## src/rtl/core/yuv2rgb_pkg.sv

```systemverilog
package yuv2rgb_pkg;

  // Register stages inside one conversion lane, and the whole pipeline
  // including the output register of the merge stage.
  localparam int unsigned LaneStages = 8;
  localparam int unsigned PipeStages = LaneStages + 1;

  // BT.601 coefficients at scale 10000.
  localparam logic [21:0] CoefLuma    = 22'd11644;
  localparam logic [21:0] CoefRedCr   = 22'd15938;
  localparam logic [22:0] CoefBlueCb  = 23'd20238;
  localparam logic [22:0] CoefGreenY  = 23'd19837;
  localparam logic [20:0] CoefGreenR  = 21'd5094;
  localparam logic [18:0] CoefGreenB  = 19'd1942;

  localparam logic signed [23:0] RedOffset   = 24'sd2221300;
  localparam logic signed [23:0] BlueOffset  = 24'sd2771300;
  localparam logic signed [23:0] GreenOffset = 24'sd311710;

  // Division by 10000 as a multiply by ceil(2^36 / 10000) and a shift by 36.
  // Exact for every numerator below the clamp threshold.
  localparam logic [22:0]        DivRecip   = 23'd6871948;
  localparam int unsigned        DivShift   = 36;
  localparam logic signed [23:0] ClampHigh  = 24'sd2560000;

  localparam logic [15:0] MaskRed565   = 16'hF800;
  localparam logic [15:0] MaskGreen565 = 16'h07E0;

  typedef enum logic [1:0] {
    ORDER_YUYV = 2'd0,
    ORDER_YVYU = 2'd1,
    ORDER_UYVY = 2'd2,
    ORDER_VYUY = 2'd3
  } order_e;

  typedef struct packed {
    logic [7:0] red;
    logic [7:0] green;
    logic [7:0] blue;
  } pixel_t;

endpackage

```

## src/rtl/core/yuv2rgb_lane.sv

```systemverilog
module yuv2rgb_lane (
  input  logic                                  clk_i,
  input  logic [yuv2rgb_pkg::LaneStages-1:0]    en_i,
  input  logic [7:0]                            luma_i,
  input  logic [7:0]                            cb_i,
  input  logic [7:0]                            cr_i,
  output yuv2rgb_pkg::pixel_t                   pixel_o
);
  import yuv2rgb_pkg::*;

  // Multiply by the reciprocal of 10000; only valid below the clamp threshold.
  function automatic logic [7:0] div_quot(logic signed [23:0] num);
    logic [44:0] prod;
    prod = 45'(num[21:0]) * 45'(DivRecip);
    return prod[DivShift+7:DivShift];
  endfunction

  // Stage 1: constant products.
  logic [21:0] yl_q, crp_q;
  logic [22:0] cbp_q, y2_q;
  // Stage 2: red and blue numerators.
  logic signed [23:0] rnum_q, bnum_q;
  logic [22:0] y2_s2_q;
  // Stage 3: quotients and clamp flags.
  logic [7:0] rquo_q, bquo_q;
  logic r_neg_q, r_hi_q, b_neg_q, b_hi_q;
  logic [22:0] y2_s3_q;
  // Stage 4: clamped red and blue.
  logic [7:0] r_s4_q, b_s4_q;
  logic [22:0] y2_s4_q;
  // Stage 5: green correction products.
  logic [20:0] pr_q;
  logic [18:0] pb_q;
  logic [7:0] r_s5_q, b_s5_q;
  logic [22:0] y2_s5_q;
  // Stage 6: green numerator.
  logic signed [23:0] gnum_q;
  logic [7:0] r_s6_q, b_s6_q;
  // Stage 7: green quotient and flags.
  logic [7:0] gquo_q;
  logic g_neg_q, g_hi_q;
  logic [7:0] r_s7_q, b_s7_q;
  // Stage 8: result.
  pixel_t pix_q;

  logic signed [23:0] rnum_d, bnum_d, gnum_d;

  always_comb begin
    rnum_d = $signed({2'b00, crp_q}) + $signed({2'b00, yl_q}) - RedOffset;
    bnum_d = $signed({1'b0, cbp_q}) + $signed({2'b00, yl_q}) - BlueOffset;
    gnum_d = $signed({1'b0, y2_s5_q}) - GreenOffset - $signed({3'b000, pr_q})
             - $signed({5'b00000, pb_q});
  end

  always_ff @(posedge clk_i) begin
    if (en_i[0]) begin
      yl_q  <= 22'({14'd0, luma_i} * CoefLuma);
      crp_q <= 22'({14'd0, cr_i} * CoefRedCr);
      cbp_q <= 23'({15'd0, cb_i} * CoefBlueCb);
      y2_q  <= 23'({15'd0, luma_i} * CoefGreenY);
    end
    if (en_i[1]) begin
      rnum_q  <= rnum_d;
      bnum_q  <= bnum_d;
      y2_s2_q <= y2_q;
    end
    if (en_i[2]) begin
      rquo_q  <= div_quot(rnum_q);
      bquo_q  <= div_quot(bnum_q);
      r_neg_q <= rnum_q[23];
      r_hi_q  <= !rnum_q[23] && (rnum_q >= ClampHigh);
      b_neg_q <= bnum_q[23];
      b_hi_q  <= !bnum_q[23] && (bnum_q >= ClampHigh);
      y2_s3_q <= y2_s2_q;
    end
    if (en_i[3]) begin
      r_s4_q  <= r_neg_q ? 8'd0 : (r_hi_q ? 8'd255 : rquo_q);
      b_s4_q  <= b_neg_q ? 8'd0 : (b_hi_q ? 8'd255 : bquo_q);
      y2_s4_q <= y2_s3_q;
    end
    if (en_i[4]) begin
      pr_q    <= 21'({13'd0, r_s4_q} * CoefGreenR);
      pb_q    <= 19'({11'd0, b_s4_q} * CoefGreenB);
      r_s5_q  <= r_s4_q;
      b_s5_q  <= b_s4_q;
      y2_s5_q <= y2_s4_q;
    end
    if (en_i[5]) begin
      gnum_q <= gnum_d;
      r_s6_q <= r_s5_q;
      b_s6_q <= b_s5_q;
    end
    if (en_i[6]) begin
      gquo_q  <= div_quot(gnum_q);
      g_neg_q <= gnum_q[23];
      g_hi_q  <= !gnum_q[23] && (gnum_q >= ClampHigh);
      r_s7_q  <= r_s6_q;
      b_s7_q  <= b_s6_q;
    end
    if (en_i[7]) begin
      pix_q.red   <= r_s7_q;
      pix_q.green <= g_neg_q ? 8'd0 : (g_hi_q ? 8'd255 : gquo_q);
      pix_q.blue  <= b_s7_q;
    end
  end

  assign pixel_o = pix_q;

endmodule

```

## src/rtl/core/yuv2rgb_merge.sv

```systemverilog
module yuv2rgb_merge (
  input  logic                 clk_i,
  input  logic                 en_i,
  input  yuv2rgb_pkg::pixel_t  first_i,
  input  yuv2rgb_pkg::pixel_t  second_i,
  input  logic                 frame_end_i,
  output yuv2rgb_pkg::pixel_t  first_o,
  output yuv2rgb_pkg::pixel_t  second_o,
  output logic [15:0]          first_rgb565_o,
  output logic [15:0]          second_rgb565_o,
  output logic                 frame_end_o
);
  import yuv2rgb_pkg::*;

  function automatic logic [15:0] pack565(pixel_t p);
    return (({8'd0, p.red} << 8) & MaskRed565) | (({8'd0, p.green} << 3) & MaskGreen565)
           | {11'd0, p.blue[7:3]};
  endfunction

  pixel_t      first_q, second_q;
  logic [15:0] first565_q, second565_q;
  logic        frame_end_q;

  always_ff @(posedge clk_i) begin
    if (en_i) begin
      first_q     <= first_i;
      second_q    <= second_i;
      first565_q  <= pack565(first_i);
      second565_q <= pack565(second_i);
      frame_end_q <= frame_end_i;
    end
  end

  assign first_o         = first_q;
  assign second_o        = second_q;
  assign first_rgb565_o  = first565_q;
  assign second_rgb565_o = second565_q;
  assign frame_end_o     = frame_end_q;

endmodule

```

## src/rtl/core/yuv422_packed_to_rgb_top.sv

```systemverilog
// Packed YUV 4:2:2 to RGB888 and RGB565 converter, two luma lanes sharing chroma.
// An input beat passes through the lane stages and then the merge output register.
// Throughput: one macropixel per cycle while the output is not stalled; every pipeline
// stage holds its beat only while the stage after it is full and stalled, the last one while the output is.
// Reset clears all stage valid flags and sets the byte order to YUYV.
module yuv422_packed_to_rgb_top (
  input  logic        clk_i,
  input  logic        rst_ni,
  input  logic        cfg_valid_i,
  output logic        cfg_ready_o,
  input  logic [1:0]  cfg_data_i,
  input  logic        in_valid_i,
  output logic        in_ready_o,
  input  logic [7:0]  byte0_i,
  input  logic [7:0]  byte1_i,
  input  logic [7:0]  byte2_i,
  input  logic [7:0]  byte3_i,
  input  logic        frame_end_i,
  output logic        out_valid_o,
  input  logic        out_ready_i,
  output logic [7:0]  first_red_o,
  output logic [7:0]  first_green_o,
  output logic [7:0]  first_blue_o,
  output logic [7:0]  second_red_o,
  output logic [7:0]  second_green_o,
  output logic [7:0]  second_blue_o,
  output logic [15:0] first_rgb565_o,
  output logic [15:0] second_rgb565_o,
  output logic        frame_end_out_o
);
  import yuv2rgb_pkg::*;

  order_e                 pixel_order_q;
  logic [PipeStages-1:0]  vld_q;
  logic [PipeStages-1:0]  rdy;
  logic [LaneStages-1:0]  fe_q;
  logic [7:0]             luma_a, luma_b, cb, cr;
  pixel_t                 lane_a, lane_b, first_px, second_px;

  assign cfg_ready_o = 1'b1;

  always_ff @(posedge clk_i or negedge rst_ni) begin
    if (!rst_ni) begin
      pixel_order_q <= ORDER_YUYV;
    end else if (cfg_valid_i && cfg_ready_o) begin
      pixel_order_q <= order_e'(cfg_data_i);
    end
  end

  always_comb begin
    unique case (pixel_order_q)
      ORDER_YUYV: begin
        luma_a = byte0_i; cb = byte1_i; luma_b = byte2_i; cr = byte3_i;
      end
      ORDER_YVYU: begin
        luma_a = byte0_i; cr = byte1_i; luma_b = byte2_i; cb = byte3_i;
      end
      ORDER_UYVY: begin
        cb = byte0_i; luma_a = byte1_i; cr = byte2_i; luma_b = byte3_i;
      end
      default: begin
        cr = byte0_i; luma_a = byte1_i; cb = byte2_i; luma_b = byte3_i;
      end
    endcase
  end

  // A stage may load when it is empty or when the stage after it loads.
  always_comb begin
    rdy[PipeStages-1] = !vld_q[PipeStages-1] || out_ready_i;
    for (int k = PipeStages - 2; k >= 0; k--) begin
      rdy[k] = !vld_q[k] || rdy[k+1];
    end
  end

  assign in_ready_o  = rdy[0];
  assign out_valid_o = vld_q[PipeStages-1];

  always_ff @(posedge clk_i or negedge rst_ni) begin
    if (!rst_ni) begin
      vld_q <= '0;
    end else begin
      if (rdy[0]) begin
        vld_q[0] <= in_valid_i;
      end
      for (int k = 1; k < PipeStages; k++) begin
        if (rdy[k]) begin
          vld_q[k] <= vld_q[k-1];
        end
      end
    end
  end

  always_ff @(posedge clk_i) begin
    if (rdy[0]) begin
      fe_q[0] <= frame_end_i;
    end
    for (int k = 1; k < LaneStages; k++) begin
      if (rdy[k]) begin
        fe_q[k] <= fe_q[k-1];
      end
    end
  end

  yuv2rgb_lane u_lane_first (
    .clk_i   (clk_i),
    .en_i    (rdy[LaneStages-1:0]),
    .luma_i  (luma_a),
    .cb_i    (cb),
    .cr_i    (cr),
    .pixel_o (lane_a)
  );

  yuv2rgb_lane u_lane_second (
    .clk_i   (clk_i),
    .en_i    (rdy[LaneStages-1:0]),
    .luma_i  (luma_b),
    .cb_i    (cb),
    .cr_i    (cr),
    .pixel_o (lane_b)
  );

  yuv2rgb_merge u_merge (
    .clk_i           (clk_i),
    .en_i            (rdy[PipeStages-1]),
    .first_i         (lane_a),
    .second_i        (lane_b),
    .frame_end_i     (fe_q[LaneStages-1]),
    .first_o         (first_px),
    .second_o        (second_px),
    .first_rgb565_o  (first_rgb565_o),
    .second_rgb565_o (second_rgb565_o),
    .frame_end_o     (frame_end_out_o)
  );

  assign first_red_o    = first_px.red;
  assign first_green_o  = first_px.green;
  assign first_blue_o   = first_px.blue;
  assign second_red_o   = second_px.red;
  assign second_green_o = second_px.green;
  assign second_blue_o  = second_px.blue;

endmodule

```

## config.mk

```make
export PLATFORM = sky130hd
export DESIGN_NAME = yuv422_packed_to_rgb_top
export DESIGN_NICKNAME = d
export VERILOG_FILES = /design/src/rtl/core/yuv2rgb_pkg.sv /design/src/rtl/core/yuv2rgb_lane.sv /design/src/rtl/core/yuv2rgb_merge.sv /design/src/rtl/core/yuv422_packed_to_rgb_top.sv
export SDC_FILE = /design/constraint.sdc
export NUM_CORES = 2
export LEC_CHECK = 0
export ABC_AREA = 1
export BUFFER_PORTS_ARGS = -buffer_cell sky130_fd_sc_hd__buf_2
export CAP_MARGIN = 20
export CORE_MARGIN = 2
export CORE_UTILIZATION = 35
export CTS_BUF_LIST = sky130_fd_sc_hd__clkbuf_4 sky130_fd_sc_hd__clkbuf_8
export CTS_CLUSTER_DIAMETER = 50
export DETAILED_ROUTE_END_ITERATION = 6
export GPL_TIMING_DRIVEN = 1
export PLACE_DENSITY_LB_ADDON = 0.2
export SLEW_MARGIN = 20
export SYNTH_ARGS = -nofsm -noshare
export SYNTH_HDL_FRONTEND = slang
export SYNTH_SLANG_ARGS = --single-unit
```

## constraint.sdc

```tcl
create_clock -name clk_i -period 19.65 [get_ports clk_i]
set_input_delay 0.9825 -clock clk_i [delete_from_list [all_inputs] [get_ports clk_i]]
set_output_delay 0.9825 -clock clk_i [all_outputs]
set_load 0.1 [all_outputs]
```

# == Word level (Yosys, flattened, before mapping) ==
# Index checks and enable logic that the tools add are counted.
# totals
ram_bits,0
output_inout_bits,84
mem_count,0
latch_bits,0
reg_bits,869
in_bits,40
romBits,0
wordCells,175
# op_classes
eq_ne,2
n_bitwise,4
n_mux,10
multipliers,16
order_cmp,6
reduce_logical,32
n_shift,0
div,0
add_sub_neg,14
# op_table
operator,count
$mul 22x21->42 const B,6
$ge 24x23->1 const B,6
$sub 24x23->24 const B,4
$mul 8x12->20 const B,4
$mux 8,8
$add 23x22->24,2
$pmux 8 s3,2
$sub 23x19->24 const B,2
$sub 24x20->24,2
$sub 24x22->24,2
$add 22x22->23,2
$mul 8x15->23 const B,2
$mul 8x10->18 const B,2
$or 16x11->16,2
$or 16x5->16,2
$mul 8x14->22 const B,1
$mul 8x13->21 const B,1
$logic_not 1->1,15
$logic_or 1x1->1,9
$logic_and 1x1->1,6
$eq 2x1->1 const B,1
$eq 2x2->1 const B,1
$logic_not 2->1,1
$reduce_or 2->1,1

# == Longest topological paths before layout ==
# depth
word_depth,10
depth_mapped,26

# == By module ==
# From an unflattened synthesis, not the netlist that was laid out.
# unflattened
hier_cells,11727
hier_area_um2,110449.7
# by_module_without_submodules
mod,area_each_um2,seq_area_each_um2,cells_per_inst,n_inst
yuv2rgb_lane at u_lane_first,54252.0,12041.5,5914,1
yuv2rgb_lane at u_lane_second,53167.2,12041.5,5561,1
yuv2rgb_merge,1711.6,1471.4,81,1
yuv422_packed_to_rgb_top,1318.8,515.5,171,1

# == Least setup slack after synthesis ==
# Ideal clock, no wire load.
# synth_path
kind,input -> output
start,input port out_ready_i
end,output port in_ready_o
path_slack_ps,8084
path_buffers,0
cell_stages,14
required_time_ps,18667
arrival_time_ps,10584
cell_sequence,nor2_2 > inv_2 > nor2_1 > inv_2 > nor2_1 > inv_2 > nor2_1 > inv_2 > nor2_1 > inv_2 > nor2_2 > nand2_2 > nor2_2 > nand2_1
# synth_between
elab_chain_len,9
# synth_rtl
item,line,text
"start, declared",yuv422_packed_to_rgb_top.sv:20,"input logic out_ready_i,"
$logic_or 1x1->1,yuv422_packed_to_rgb_top.sv:69,rdy[PipeStages-1] = !vld_q[PipeStages-1] || out_ready_i;
via rdy[8],yuv422_packed_to_rgb_top.sv:35,logic [PipeStages-1:0] rdy;
$logic_or 1x1->1,yuv422_packed_to_rgb_top.sv:71,rdy[k] = !vld_q[k] || rdy[k+1];
via rdy[7],yuv422_packed_to_rgb_top.sv:35,
$logic_or 1x1->1,yuv422_packed_to_rgb_top.sv:71,
via rdy[6],yuv422_packed_to_rgb_top.sv:35,
$logic_or 1x1->1,yuv422_packed_to_rgb_top.sv:71,
via rdy[5],yuv422_packed_to_rgb_top.sv:35,
$logic_or 1x1->1,yuv422_packed_to_rgb_top.sv:71,
via rdy[4],yuv422_packed_to_rgb_top.sv:35,
$logic_or 1x1->1 (2 in series),yuv422_packed_to_rgb_top.sv:71,
via rdy[2],yuv422_packed_to_rgb_top.sv:35,
$logic_or 1x1->1 (2 in series),yuv422_packed_to_rgb_top.sv:71,
"end, declared",yuv422_packed_to_rgb_top.sv:13,"output logic in_ready_o,"
# The timed path passes the listed nets, and every way through them passes these cells.

==> results.json <==
{
  "synth_most_common_cell": "inv_1",
  "use_met2": 0.320,
  "gr-total-overflow": 0,
  "clkLatencyLatePin_ns": 0.92,
  "netlist_top_cells_count": "inv_1, ha_1, fa_1, nand2_1, edfxtp_1",
  "io_pins": 124,
  "synth_warnings": 0,
  "fp.dieW_um": 546,
  "crit_required_ns": 20.26,
  "hold_path_depth": 1,
  "synth_area_um2": 103000,
  "start_util": 0.352,
  "first_pass_iters": 7,
  "final_util": 0.383,
  "htreeDepth": 4,
  "gr-max-usage-layer": "met2",
  "nets": 13777,
  "synth_edf_count": 814,
  "use_met1": 0.261,
  "netlist_top_cells_area": "fa_1, edfxtp_1, ha_1, inv_1, nand2_1",
  "grtUsageTotal": 0.189,
  "clockRootBuffer": "clkbuf_8",
  "routedWlPerCell_um": 19.1,
  "antenna_found_initial": 28,
  "drv_cap": 0,
  "max_freq_mhz": 144,
  "syn_inst": 10361,
  "holdBufCountCts": 1,
  "ant_nets": 0,
  "post_cts_buffers": 0,
  "die_h_um": 546,
  "slew_headroom": 0.235,
  "port_buffers": 122,
  "grt_pass1_vias": 74691,
  "ys.flop_type": "edfxtp_1",
  "syn_nets": 13531,
  "arrival_ns": 7.55,
  "critPathLaunchType": "register",
  "violations": "DRC",
  "drt-initial-drc-count": 3834,
  "num_rows": 198,
  "place_hpwl_um": 246000,
  "cts_tree": "built",
  "end_kind": "register",
  "die_area_um2": 298000,
  "worstPathMaxFanout": 9,
  "drive_gt1_frac": 0.0503,
  "place.gp.congestion": 0.926,
  "finalWorstSetupSlack_ns": 12.70,
  "drt-vias-per-instance": 4.76,
  "hold_viol": 0,
  "finalCritPeriodShare": 0.354,
  "cts_resized": 0,
  "tightest_slew_ns": 1.14,
  "rr_worst_depth": 20,
  "routed_wl_um": 280000,
  "clk_pin_slew_ns": 0.06,
  "status": "complete, but fails checks",
  "timing.final.crit_period_ns": 6.95,
  "final_max_slew_viol_count": 0,
  "dp_slack_ns": 12.84,
  "synth.avg_cell_area_um2": 9.92,
  "final_cell_area_um2": 112000,
  "dpl_cell_area_um2": 108000,
  "ys_seq_area_frac": 0.241,
  "cts.sinks": 825,
  "ys_types": 61,
  "grt_max_degree": 79,
  "synthArstFlopShare": 0.0133,
  "finalSetupTns_ns": 0,
  "yosysTopAreaCellShare": 0.253,
  "rsz0062_at_grt": "false",
  "use_met3": 0.0186,
  "synth_seq_cells": 825,
  "drc": 2,
  "hp-class": "in -> reg",
  "grt_pass1_wl_um": 438000,
  "setup_viol": 0,
  "crit_type": "reg -> reg",
  "cts.path.max_buffers": 3,
  "syn2layout_area_growth_pct": 8.57,
  "fin_skew_ns": 0.0801,
  "cts_made_buffers": 163,
  "core_area_um2": 292000,
  "dr_total_vias": 69772,
  "yosysTopAreaCell": "fa_1"
}
-- worst max-delay path, stage by stage (launching register included) --
cell       delay, ns
edfxtp_1        0.90
buf_4           0.35
ha_1            0.23
inv_1           0.11
fa_1            0.53
fa_1            0.55
inv_1           0.06
fa_1            0.49
fa_1            0.43
fa_1            0.51
inv_1           0.06
fa_1            0.51
inv_1           0.05
ha_1            0.33
nand2_1         0.10
nor2_1          0.15
inv_1           0.10
nor4_1          0.52
nand4_1         0.28
o2111ai_1       0.30
xor2_1          0.13
-- metrics by stage --
step | instances | hold slack (ns)
6_report | 14652 | 0.267
5_1_grt | 14649 | 0.170
4_1_cts | 14637 | 0.163
3_5_place_dp | 14341 | 0.405
3_3_place_gp | 14341 | 0.400
2_1_floorplan | 10361 | 0.400
-- metal layers --
metal  vias to the layer above  part of all wire
met2                      1359              0.48
li1                      33685                 -
met5                         -                 0
met4                         0             0.020
met1                     34405              0.47
met3                       323             0.033
-- kinds of logic after synthesis --
group                      Yosys count  share of synthesized area
AOI/OAI and AO/OA                 1153                     0.0641
xor gates and xnor gates           324                     0.0278
adders and majority gates         3130                      0.476
buffers and inverters             2762                      0.102
DFF                                825                      0.241
other                                1                  0.0000365
and+or+nand+nor                   2166                     0.0896
-- cell usage in the layout (no fill, tap or decap), drive strengths merged, types with 2 or more instances in the layout --
master / netlist / routed
o2111ai: 13 / 13
a21o: 62 / 62
xor2: 224 / 224
ha: 1833 / 1833
inv: 2704 / 2710
and3: 5 / 5
o221ai: 9 / 9
nand4: 77 / 77
clkinvlp: 0 / 11
diode: 0 / 15
buf: 38 / 137
a21boi: 25 / 25
nor3: 61 / 61
nand2: 1149 / 1149
nand3: 263 / 263
a211oi: 10 / 10
clkbuf: 19 / 217
o21ai: 317 / 317
xnor2: 100 / 100
a221oi: 9 / 9
clkinv: 1 / 51
o21a: 31 / 31
o31ai: 20 / 20
o211ai: 32 / 32
edfxtp: 814 / 814
nor4: 44 / 44
bufinv: 0 / 11
o311a: 2 / 2
nor3b: 2 / 2
or3: 2 / 2
a31o: 4 / 4
a21oi: 525 / 525
a31oi: 59 / 59
fa: 1297 / 1297
and2: 9 / 9
nand3b: 9 / 9
o21bai: 33 / 33
nor2: 528 / 528
or2: 16 / 16
dfrtp: 11 / 11
-- layout make-up --
class,instances,area (µm²)
clock inverters,78,798
diodes,15,37.5
flip-flops and latches,825,24700
repair buffers,138,733
clock buffers,217,2670
fillers,29224,180000
multi-input cells,6774,67600
well taps,3900,4880
inverters,2705,10200
-- flip-flops by register name, indices dropped and copies added, names as in the netlist, 21 cells and up --
register / cells
u_lane_first.pixel_o: 24
u_lane_first.y2_s4_q: 23
u_lane_second.rnum_q: 22
u_lane_second.cbp_q: 22
u_lane_second.y2_s4_q: 23
u_lane_first.y2_s2_q: 23
u_lane_second.crp_q: 21
u_lane_first.rnum_q: 23
u_lane_second.gnum_q: 24
u_lane_second.pixel_o: 24
u_lane_first.y2_s5_q: 23
u_lane_second.y2_q: 23
u_lane_first.gnum_q: 24
u_lane_second.bnum_q: 22
u_lane_first.y2_s3_q: 23
u_lane_second.y2_s2_q: 23
u_lane_first.y2_q: 23
u_lane_second.y2_s3_q: 23
u_lane_second.y2_s5_q: 23
u_lane_first.bnum_q: 23
-- final timing paths --
check	start	end	slack (ns)
setup / recovery	u_lane_first.bnum_q[1]	u_lane_second.bquo_q[3]	12.70
setup reg to reg	u_lane_first.bnum_q[1]	u_lane_second.bquo_q[3]	12.70
hold / removal	frame_end_i	fe_q[0]	0.27
hold reg to reg	u_lane_first.y2_s2_q[14]	u_lane_first.y2_s3_q[14]	0.38
min in group asynchronous	rst_ni	vld_q[2]	0.60
max in group asynchronous	rst_ni	pixel_order_q[0]	18.64
Power is not shown: default switching activity piles up to over one toggle a cycle in this logic, so the estimate is an artifact.
